--- config.mk ---
export PLATFORM = sky130hd
export DESIGN_NAME = bounded_deque_with_key_delete
export DESIGN_NICKNAME = d
export VERILOG_FILES = /design/src/hdl/bdq_pkg.sv /design/src/hdl/bdq_ram.sv /design/src/hdl/bounded_deque_with_key_delete.sv
export SDC_FILE = /design/constraint.sdc
export NUM_CORES = 1
export LEC_CHECK = 0
export ABC_CLOCK_PERIOD_IN_PS = 4870
export BUFFER_PORTS_ARGS = -buffer_cell sky130_fd_sc_hd__buf_4
export CAP_MARGIN = 20
export CORE_UTILIZATION = 55
export DETAILED_ROUTE_END_ITERATION = 8
export PLACE_DENSITY = 0.86
export SYNTH_ARGS = -nofsm -noshare
export SYNTH_HDL_FRONTEND = slang
export SYNTH_SLANG_ARGS = --single-unit
export TNS_END_PERCENT = 1
--- constraint.sdc ---
create_clock -name clk -period 4.87 [get_ports clk]
set_clock_uncertainty 0.1 [all_clocks]
set_input_delay 0.974 -clock clk [delete_from_list [all_inputs] [get_ports clk]]
set_output_delay 0.974 -clock clk [all_outputs]
set_load 0.1 [all_outputs]
--- src/hdl/bdq_pkg.sv ---
package bdq_pkg;

  localparam int DEF_CAPACITY = 16;

  localparam int FUNC_W   = 3;
  localparam int DATA_W   = 32;
  localparam int STATUS_W = 2;
  localparam int CNT_W    = 5;

  // operation codes carried on func
  localparam logic [FUNC_W-1:0] FN_PUSH_BACK  = 3'd0;
  localparam logic [FUNC_W-1:0] FN_PUSH_FRONT = 3'd1;
  localparam logic [FUNC_W-1:0] FN_POP_FRONT  = 3'd2;
  localparam logic [FUNC_W-1:0] FN_POP_BACK   = 3'd3;
  localparam logic [FUNC_W-1:0] FN_DEL_FIRST  = 3'd4;
  localparam logic [FUNC_W-1:0] FN_DEL_ALL    = 3'd5;
  localparam logic [FUNC_W-1:0] FN_READ_OUT   = 3'd6;

  // result status codes
  localparam logic [STATUS_W-1:0] ST_DONE  = 2'd0;
  localparam logic [STATUS_W-1:0] ST_FULL  = 2'd1;
  localparam logic [STATUS_W-1:0] ST_EMPTY = 2'd2;

  typedef enum logic [2:0] {
    S_IDLE,
    S_EXEC,
    S_RD,
    S_CMP,
    S_OUT,
    S_DONE
  } state_t;

endpackage

--- src/hdl/bdq_ram.sv ---
module bdq_ram #(
  parameter int DEPTH = bdq_pkg::DEF_CAPACITY,
  parameter int AW    = $clog2(bdq_pkg::DEF_CAPACITY)
) (
  input  logic                        clk,
  input  logic                        we,
  input  logic [AW-1:0]               waddr,
  input  logic [bdq_pkg::DATA_W-1:0]  wdata,
  input  logic [AW-1:0]               raddr,
  output logic [bdq_pkg::DATA_W-1:0]  rdata
);
  import bdq_pkg::*;

  logic [DATA_W-1:0] mem [DEPTH];

  always_ff @(posedge clk) begin
    if (we) begin
      mem[waddr] <= wdata;
    end
  end

  always_ff @(posedge clk) begin
    rdata <= mem[raddr];
  end

endmodule

--- src/hdl/bounded_deque_with_key_delete.sv ---
// Bounded deque of up to CAPACITY signed 32-bit values, front first, kept in a
// circular buffer (head pointer plus count) in a single-port-write,
// single-port-read RAM with registered read data. func selects push back, push
// front, pop front, pop back, delete first match of value, delete every match
// of value, or read out; code 7 does nothing and reports done. Every operation
// gives one result with last set, except a read out of a non-empty store,
// which gives one result per element, front first, last on the final one.
// Timing: the item is taken in the idle state and a push, a pop or an unused
// code has its result registered from the execute state once the output
// register is free. A delete walks the whole store through the one shared
// address adder and comparator: after the transfer and a set-up state, each
// element is read from RAM, then compared and, if kept, written back to the
// compacted position; an end-of-walk check then leads to the result. A read
// out reads each element from the RAM, then presents it once the output is
// free. in_ready is high only while no item is in progress; a finished result
// may still wait in the output register while the next item is transferred.
// Removed count and new length are reported modulo 32.
module bounded_deque_with_key_delete #(
  parameter int CAPACITY = bdq_pkg::DEF_CAPACITY
) (
  input  logic                                 clk,
  input  logic                                 rst,
  input  logic                                 in_valid,
  output logic                                 in_ready,
  input  logic        [bdq_pkg::FUNC_W-1:0]    func,
  input  logic signed [bdq_pkg::DATA_W-1:0]    value,
  output logic                                 out_valid,
  input  logic                                 out_ready,
  output logic        [bdq_pkg::STATUS_W-1:0]  status,
  output logic        [bdq_pkg::CNT_W-1:0]     removed_count,
  output logic        [bdq_pkg::CNT_W-1:0]     new_length,
  output logic signed [bdq_pkg::DATA_W-1:0]    element,
  output logic                                 last
);
  import bdq_pkg::*;

  localparam int AW = $clog2(CAPACITY);
  localparam int CW = $clog2(CAPACITY + 1);

  // sequencer and store state
  state_t            state, state_next;
  logic [FUNC_W-1:0] op;
  logic [DATA_W-1:0] key;
  logic [AW-1:0]     head, head_next;
  logic [CW-1:0]     count, count_next;
  logic [CW-1:0]     rd_idx, rd_idx_next;
  logic [CW-1:0]     wr_idx, wr_idx_next;
  logic              found, found_next;

  // shared address unit: logical index to physical RAM slot
  logic [CW-1:0]     addr_idx;
  logic [CW:0]       addr_sum;
  logic [AW-1:0]     addr_phys;
  logic [AW-1:0]     head_dec;

  // RAM port
  logic              mem_we;
  logic [AW-1:0]     mem_wa;
  logic [DATA_W-1:0] mem_wd;
  logic [DATA_W-1:0] mem_q;

  // result staging
  logic              out_free;
  logic              emit;
  logic [STATUS_W-1:0] res_status;
  logic [CW-1:0]     res_removed;
  logic [CW-1:0]     res_length;
  logic [DATA_W-1:0] res_element;
  logic              res_last;

  logic              is_walk;
  logic              full;
  logic              empty;
  logic              match;
  logic              drop;
  logic              final_elem;

  assign in_ready   = (state == S_IDLE);
  assign out_free   = !out_valid || out_ready;
  assign full       = (count == CW'(CAPACITY));
  assign empty      = (count == '0);
  assign match      = (mem_q == key);
  assign drop       = match && ((op == FN_DEL_ALL) || !found);
  assign final_elem = ((rd_idx + CW'(1)) == count);
  assign head_dec   = (head == '0) ? AW'(CAPACITY - 1) : head - AW'(1);

  always_comb begin
    case (op) inside
      FN_DEL_FIRST, FN_DEL_ALL, FN_READ_OUT: is_walk = 1'b1;
      default:                               is_walk = 1'b0;
    endcase
  end

  // pick which logical index the adder works on this cycle
  always_comb begin
    unique case (state)
      S_EXEC:  addr_idx = (op == FN_POP_FRONT) ? CW'(1) : count;
      S_CMP:   addr_idx = wr_idx;
      default: addr_idx = rd_idx;
    endcase
  end

  // wrap once: head stays below CAPACITY and the index at most CAPACITY
  assign addr_sum  = (CW + 1)'(head) + (CW + 1)'(addr_idx);
  assign addr_phys = (addr_sum >= (CW + 1)'(CAPACITY)) ?
                     AW'(addr_sum - (CW + 1)'(CAPACITY)) : AW'(addr_sum);

  bdq_ram #(
    .DEPTH (CAPACITY),
    .AW    (AW)
  ) u_ram (
    .clk   (clk),
    .we    (mem_we),
    .waddr (mem_wa),
    .wdata (mem_wd),
    .raddr (addr_phys),
    .rdata (mem_q)
  );

  // next state
  always_comb begin
    state_next = state;
    unique case (state)
      S_IDLE: begin
        if (in_valid) state_next = S_EXEC;
      end
      S_EXEC: begin
        if (is_walk) begin
          state_next = S_RD;
        end else if (out_free) begin
          state_next = S_IDLE;
        end
      end
      S_RD: begin
        if (rd_idx == count) begin
          state_next = S_DONE;
        end else if (op == FN_READ_OUT) begin
          state_next = S_OUT;
        end else begin
          state_next = S_CMP;
        end
      end
      S_CMP: begin
        state_next = S_RD;
      end
      S_OUT: begin
        if (out_free) state_next = final_elem ? S_IDLE : S_RD;
      end
      S_DONE: begin
        if (out_free) state_next = S_IDLE;
      end
      default: state_next = S_IDLE;
    endcase
  end

  // datapath and result control
  always_comb begin
    head_next   = head;
    count_next  = count;
    rd_idx_next = rd_idx;
    wr_idx_next = wr_idx;
    found_next  = found;
    mem_we      = 1'b0;
    mem_wa      = addr_phys;
    mem_wd      = key;
    emit        = 1'b0;
    res_status  = ST_DONE;
    res_removed = '0;
    res_length  = count;
    res_element = '0;
    res_last    = 1'b1;

    unique case (state)
      S_IDLE: begin
        rd_idx_next = '0;
        wr_idx_next = '0;
        found_next  = 1'b0;
      end
      S_EXEC: begin
        if (!is_walk && out_free) begin
          emit = 1'b1;
          unique case (op)
            FN_PUSH_BACK: begin
              if (full) begin
                res_status = ST_FULL;
              end else begin
                mem_we     = 1'b1;
                count_next = count + CW'(1);
                res_length = count + CW'(1);
              end
            end
            FN_PUSH_FRONT: begin
              if (full) begin
                res_status = ST_FULL;
              end else begin
                mem_we     = 1'b1;
                mem_wa     = head_dec;
                head_next  = head_dec;
                count_next = count + CW'(1);
                res_length = count + CW'(1);
              end
            end
            FN_POP_FRONT: begin
              if (empty) begin
                res_status = ST_EMPTY;
              end else begin
                head_next   = addr_phys;
                count_next  = count - CW'(1);
                res_length  = count - CW'(1);
                res_removed = CW'(1);
              end
            end
            FN_POP_BACK: begin
              if (empty) begin
                res_status = ST_EMPTY;
              end else begin
                count_next  = count - CW'(1);
                res_length  = count - CW'(1);
                res_removed = CW'(1);
              end
            end
            default: begin
              res_status = ST_DONE;
            end
          endcase
        end
      end
      S_CMP: begin
        // keep: copy down to the compacted slot; drop: mark and skip
        rd_idx_next = rd_idx + CW'(1);
        if (drop) begin
          found_next = 1'b1;
        end else begin
          mem_we      = 1'b1;
          mem_wd      = mem_q;
          wr_idx_next = wr_idx + CW'(1);
        end
      end
      S_OUT: begin
        if (out_free) begin
          emit        = 1'b1;
          res_element = mem_q;
          res_last    = final_elem;
          rd_idx_next = rd_idx + CW'(1);
        end
      end
      S_DONE: begin
        if (out_free) begin
          emit = 1'b1;
          if (op == FN_READ_OUT) begin
            res_status = ST_EMPTY;
          end else begin
            res_removed = rd_idx - wr_idx;
            res_length  = wr_idx;
            count_next  = wr_idx;
            res_status  = (rd_idx == wr_idx) ? ST_EMPTY : ST_DONE;
          end
        end
      end
      default: begin
        rd_idx_next = rd_idx;
      end
    endcase
  end

  // control registers
  always_ff @(posedge clk) begin
    if (rst) begin
      state     <= S_IDLE;
      count     <= '0;
      head      <= '0;
      out_valid <= 1'b0;
      rd_idx    <= '0;
      wr_idx    <= '0;
      found     <= 1'b0;
    end else begin
      state     <= state_next;
      count     <= count_next;
      head      <= head_next;
      rd_idx    <= rd_idx_next;
      wr_idx    <= wr_idx_next;
      found     <= found_next;
      if (emit) begin
        out_valid <= 1'b1;
      end else if (out_ready) begin
        out_valid <= 1'b0;
      end
    end
  end

  // hold the request for the length of the operation
  always_ff @(posedge clk) begin
    if (in_valid && in_ready) begin
      op  <= func;
      key <= value;
    end
  end

  // output register: advance only on emit
  always_ff @(posedge clk) begin
    if (emit) begin
      status        <= res_status;
      removed_count <= CNT_W'(res_removed);
      new_length    <= CNT_W'(res_length);
      element       <= res_element;
      last          <= res_last;
    end
  end

  // the store never holds more than it can
  a_count_bound: assert property (@(posedge clk) disable iff (rst)
    count <= CW'(CAPACITY))
    else $error("count exceeds capacity");

  // the walk never moves the length until its result
  a_walk_count: assert property (@(posedge clk) disable iff (rst)
    (state == S_RD || state == S_CMP || state == S_OUT) |=> $stable(count))
    else $error("count changed during a walk");

  // compaction never writes ahead of the read position
  a_compact_order: assert property (@(posedge clk) disable iff (rst)
    (state == S_CMP) |-> (wr_idx <= rd_idx && rd_idx < count))
    else $error("compaction pointers out of order");

  // RAM writes stay inside the buffer
  a_write_range: assert property (@(posedge clk) disable iff (rst)
    mem_we |-> (AW + 1)'(mem_wa) < (AW + 1)'(CAPACITY))
    else $error("RAM write outside the buffer");

  // a result that is not the last one is always a good read out element
  a_multi_status: assert property (@(posedge clk) disable iff (rst)
    (out_valid && !last) |-> (status == ST_DONE && removed_count == '0))
    else $error("non-final result with bad status");

endmodule
Word level (Yosys, flattened, before mapping)
Memory sizes are Yosys's and may differ from the RTL's. A register that Yosys moved wholly into a read port is not among the register bits.
Index checks and enable logic that the tools add are counted.
{ "op_classes": {"muxes": 61, "addsub": 8, "reduce_logical": 26, "n_eq_ne": 22, "order_cmp": 1} }
{ "op_table": {"columns": ["operator", "count"], "rows": [
  ["$mux W32", 2],
  ["$mux W5", 10],
  ["$pmux W5 S2", 5],
  ["$eq A32 B32 Y1", 1],
  ["$mux W4", 8],
  ["$mux W3", 6],
  ["$pmux W3 S6", 1],
  ["$mux W1", 16],
  ["$add A5 B1 Y5 const B", 3],
  ["$eq A3 B3 Y1 const B", 5],
  ["$eq A5 B5 Y1", 3],
  ["$pmux W5 S3", 1],
  ["$eq A3 B2 Y1 const B", 4],
  ["$mux W2", 6],
  ["$ne A2 B2 Y1 const B", 6],
  ["$reduce_and A2 Y1", 5],
  ["$pmux W2 S2", 2],
  ["$pmux W4 S2", 1],
  ["$sub A4 B1 Y4 const B", 2],
  ["$add A4 B5 Y6", 1],
  ["$eq A3 B1 Y1 const B", 2],
  ["$ge A6 B5 Y1 const B", 1],
  ["$logic_not A3 Y1", 2],
  ["$pmux W1 S2", 3],
  ["13 further kinds", 22]
]} }
{ "totals": {"regBits": 104, "output_inout_bits": 47, "elab_cells": 133, "mem_count": 1, "inputBits": 39, "mem_bits_rw": 512} }
{ "mem_list": {"columns": ["name", "depth", "width", "read_ports", "rd_ports_with_merged_regs", "write_ports", "line_no", "text"], "rows": [
  ["u_ram.mem", 16, 32, 1, 1, 1, "bdq_ram.sv:14", "logic [DATA_W-1:0] mem [DEPTH];"]
]} }

Depth between registers and ports, before layout
{ "depth": {"depth_word": 10, "ltp_mapped": 13, "ltp_nobuf": 11} }

Hierarchy
Synthesis repeated with hierarchy kept, for this count alone.
{ "hier_totals": {"cells_unflattened": 1363, "hier_area_um2": 25628.3} }
{ "by_module_without_submodules": {"columns": ["mod", "instances", "seq_area_each_um2", "cells_per_inst", "area_each_um2"], "rows": [
  ["bdq_ram", 1, 16015.4, 838, 19835.3],
  ["bounded_deque_with_key_delete", 1, 2882.8, 525, 5793.1]
]} }

Least setup slack after synthesis
OpenSTA, ideal clock, no wires.
{ "synth_timing": {"kind": "input -> register", "start": "input out_ready", "end": "register element[0] (netlist bit), enable pin", "n_path_buf": 1, "arrival_ns": 4.661, "setup_ns": 0.510, "path_slack_ns": -0.400, "required_ns": 4.260, "path_stages": 4, "cell_sequence": "nand2b_1 -> clkbuf_1 -> nand2_1 -> o21ai_0"} }
{ "synth_between": {"elab_chain_cells": 4, "word_cells_on_any_way": 5, "classes_between": "3 x mux; 2 x reduce/logical"} }
{ "synth_lines": {"columns": ["item", "line_no", "text"], "rows": [
  ["start: declaration", "bounded_deque_with_key_delete.sv:28", "input logic out_ready,"],
  ["$logic_or A1 B1 Y1 (*)", "bounded_deque_with_key_delete.sv:79", "assign out_free = !out_valid || out_ready;"],
  ["$logic_and A1 B1 Y1", "bounded_deque_with_key_delete.sv:180", "if (!is_walk && out_free) begin"],
  ["$mux W1", "bounded_deque_with_key_delete.sv:180", null],
  ["$pmux W1 S2 (*)", "bounded_deque_with_key_delete.sv:173", "unique case (state)"],
  ["named net emit", "bounded_deque_with_key_delete.sv:64", "logic emit;"],
  ["end signal: assignment", "bounded_deque_with_key_delete.sv:305", "element <= res_element;"],
  ["end: declaration", "bounded_deque_with_key_delete.sv:32", "output logic signed [bdq_pkg::DATA_W-1:0] element,"]
]} }
Mark *: on every way through the listed nets, which the timed path passes. The rest lies on a longest branch.
A chain may end at the register's enable or synchronous reset.

Worst setup path in the final report
{ "layout_timing": {"start": "register op[0]", "end": "register u_ram.rdata[3] (netlist bit), read port of u_ram.mem"} }
{ "layout_between": {"elab_chain_cells": 6, "word_cells_on_any_way": 7, "classes_between": "2 x add/sub; 1 x order compare; 1 x eq/ne; 3 x mux"} }
{ "layout_lines": {"columns": ["item", "line_no", "text"], "rows": [
  ["start: declaration", "bounded_deque_with_key_delete.sv:42", "logic [FUNC_W-1:0] op;"],
  ["start signal: assignment", "bounded_deque_with_key_delete.sv:294", "op <= func;"],
  ["$eq A3 B2 Y1 (*)", "bounded_deque_with_key_delete.sv:97", "S_EXEC: addr_idx = (op == FN_POP_FRONT) ? CW'(1) : count;"],
  ["$mux W5 (*)", "bounded_deque_with_key_delete.sv:97", null],
  ["$pmux W5 S2 (*)", "bounded_deque_with_key_delete.sv:96", "unique case (state)"],
  ["$add A4 B5 Y6 (*)", "bounded_deque_with_key_delete.sv:104", "assign addr_sum = (CW + 1)'(head) + (CW + 1)'(addr_idx);"],
  ["$ge A6 B5 Y1 or $sub A4 B1 Y4 (tied branches)", "bounded_deque_with_key_delete.sv:105, bounded_deque_with_key_delete.sv:106", null],
  ["$mux W4 (*)", "bounded_deque_with_key_delete.sv:105", "assign addr_phys = (addr_sum >= (CW + 1)'(CAPACITY)) ?"],
  ["end: declaration", "bdq_ram.sv:10", "output logic [bdq_pkg::DATA_W-1:0] rdata"]
]} }
Mark *: on every way between the ends. The rest lies on a longest branch, timed or not.

==> metrics.txt <==
result of the run complete, no violations; Netlist Area Pre-Place 0.0256 sq mm; WHS Path Cells 2; period utilisation layout 93.1%; largest net degree at the start of global routing 80; Min-Delay Endpoint found; first-pass GRT wire length ~90000 um; gp weighted congestion about 0.91; CP max stage delay 0.79 ns; CP Launch Type flop; share of layout cells above drive strength 1 31.9%; Req. time, crit path 5.25 ns; GRT Total Usage about 27%; Setup WS pre-CTS around 0.45 ns; hold slack about 0.37 ns; final wirelength around 62000 um; final hold violations 0; Synth Register Bits about 650; Clock Root Buffer clkbuf_16; clock-pin slew on the worst setup and hold paths 0.07 ns; Post-DP Area 0.0276 sq mm; worst r2r path cells 10; Post-Syn Nets 1330; Crit Path Max Fanout 41; CP cell instances nor3b_4 > nor3_4 > a221oi_1 > ha_4 > inv_1 > fa_4 > buf_4 > buf_4 > mux4_2 > mux4_1; initial core utilization 56.1%; Synth-to-Final Area Change 16.0%; commonest cells after routing, fill and taps aside 592 x edfxtp_1, 155 x mux4_2, 131 x buf_4, 61 x clkbuf_16, 56 x dfxtp_1; # DRC 0; H-tree levels 2; die height 218 um; slowest stage cell, crit path fa_4; Clock Latency Late Sink 0.63 ns; leading post-synthesis cells by cell area edfxtp_1 69%, mux4_2 14%, dfxtp_1 4.4%; worst reg2reg setup slack between 0.3 and 0.4 ns; Critical Path End Type flop; Yosys cell types 61; Core ar. 0.0457 sq mm; wire per inst 29.9 um; share of flip-flops with an asynchronous set or reset 0%; warnings from Yosys 0; # hold bufs at CTS 0; ys flop type edfxtp_1; EDFF count, synth 592; DR pass1 iterations 5; top cell type's share of synthesized area between 60% and 70%; via/cell ratio 6.53; vias post-DR 13.6k; Slew @ Worst Pin 1.10 ns; Iteration-0 DRC Markers 1526; Buffers on Ports 85; PnR worst setup slack 0.336 ns; die area 0.0475 sq mm; Die X-Extent 218 um; Fmax 221 MHz; most common cell after layout, fill and taps aside edfxtp_1; critical path class flop to flop; row count 78; total power 0.0127 W; Final Net Count approximately 1.5k; Filler Cell Count 2810; final instance area around 0.030 sq mm; CTS tree done; Syn Inst Count 1277; Resized cells post-CTS 0; leading area contributor after synthesis edfxtp_1; final setup fails 0; clock tree buffer depth 3; Syn Area/Cell 20.1 sq um; io pins 86; Final Util 65.1%; Post-CTS Repair Setup Buffers 0; grt total ovfl 0; unrepaired setup endpoints after global routing no; R2R Path End u_ram.rdata[3]; sequential area share after synthesis 73.7%; vias in the first global route between 10k and 15k; initial antenna violation count 0; worst hold start found; data arrival time of the worst path 4.92 ns; most used cell, CP buf_4; RR Startpoint op[0]; max-cap violations 0; Worst VDD drop 0.432 mV; max_slew headroom about a quarter; Slew Limit Fails 0; total CTS buffers 61; Detail Route Antenna Nets 0; ant diodes 0; fin crit period 4.53 ns; worst min path class flop to flop; leak pwr approximately 9.7 nW; dpl hpwl 34500 um; Pwr Density 427 mW/mm^2; CTS sink count 648
==> metrics by stage <==
step                      setup TNS (ns)  instances
final                                  0       2076
after global routing                   0       2076
after CTS                              0       2075
after detailed placement               0       1961
after global placement                 0       1961
after floorplan                   -27.66       1277
==> metal layers <==
metal,track usage (%),up-vias,share of wire [%]
li1,-,5514,-
met1,35.3,6985,37
met2,44.0,907,49
met3,5.82,156,9.7
met4,11.8,0,4.0
met5,0,-,0
==> report_power, final <==
group	total (W)	leakage [nW]	internal [W]	switching [W]
logic	0.00134	2.85	0.000555	0.000784
clock network	0.00501	1.01	0.00288	0.00213
registers	0.00636	5.84	0.00624	0.000113
total	0.0127	9.70	0.00967	0.00303
==> registers in the layout, summed over array words and instances, names as in the netlist <==
signal / count
op: 3
found: 1
wr_idx: 5
head: 4
new_length: 5
key: 32
status: 2
out_valid: 1
rd_idx: 5
count: 5
state: 3
last: 1
removed_count: 5
u_ram.mem: 512
element: 32
u_ram.rdata: 32
==> kinds of logic after synthesis <==
kind of cell | Yosys count | synth area share [%]
compound gates | 90 | 2.42
simple gates | 193 | 4.05
buf+inv | 77 | 1.25
fa+ha+maj | 14 | 0.742
mux | 201 | 15.9
xor+xnor | 54 | 1.92
flops | 648 | 73.7
==> how the worst max path moves through the flow <==
stage,start,to,slack (ns)
2_1_floorplan,op[0],u_ram.mem[4][0],-0.12
3_3_place_gp,op[0],u_ram.rdata[0],0.59
3_5_place_dp,op[0],u_ram.rdata[3],0.45
4_1_cts,op[0],u_ram.rdata[3],0.37
5_1_grt,op[0],u_ram.rdata[3],0.19
6_report,op[0],u_ram.rdata[3],0.34
==> layout make-up <==
type,instances,area (sq um),share of cell area [%]
sequential,648,18900,63.6
multi-input combinational,552,6600,22.2
clock buffer,70,1610,5.42
timing repair buffer,146,1280,4.32
tap,600,751,2.53
clock inverter,44,533,1.79
inverter,16,60.1,0.202
==> synthesized netlist by cell type (5+ instances only) <==
master,number
nor2_1,51
nand2_1,26
xnor2_1,44
nor2b_1,9
nand4_1,17
mux2i_1,7
nand2b_1,8
inv_1,16
and2_1,35
edfxtp_1,592
nor3_1,9
mux2_2,34
o22ai_1,9
mux4_2,155
nand3_1,12
clkbuf_1,53
a21oi_1,18
xor2_1,9
a31oi_1,11
nand3b_1,5
ha_1,12
o21ai_0,15
mux4_1,5
dfxtp_1,56
==> worst max-delay path: cells and delay by family, from the launching register on <==
family	cells	cell delay [ns]
buf+inv	3	0.92
mux	2	1.00
compound gates	1	0.44
simple gates	2	0.38
flops	1	0.52
fa+ha+maj	2	0.99
No activity file was read; power rests on OpenSTA's default activity.
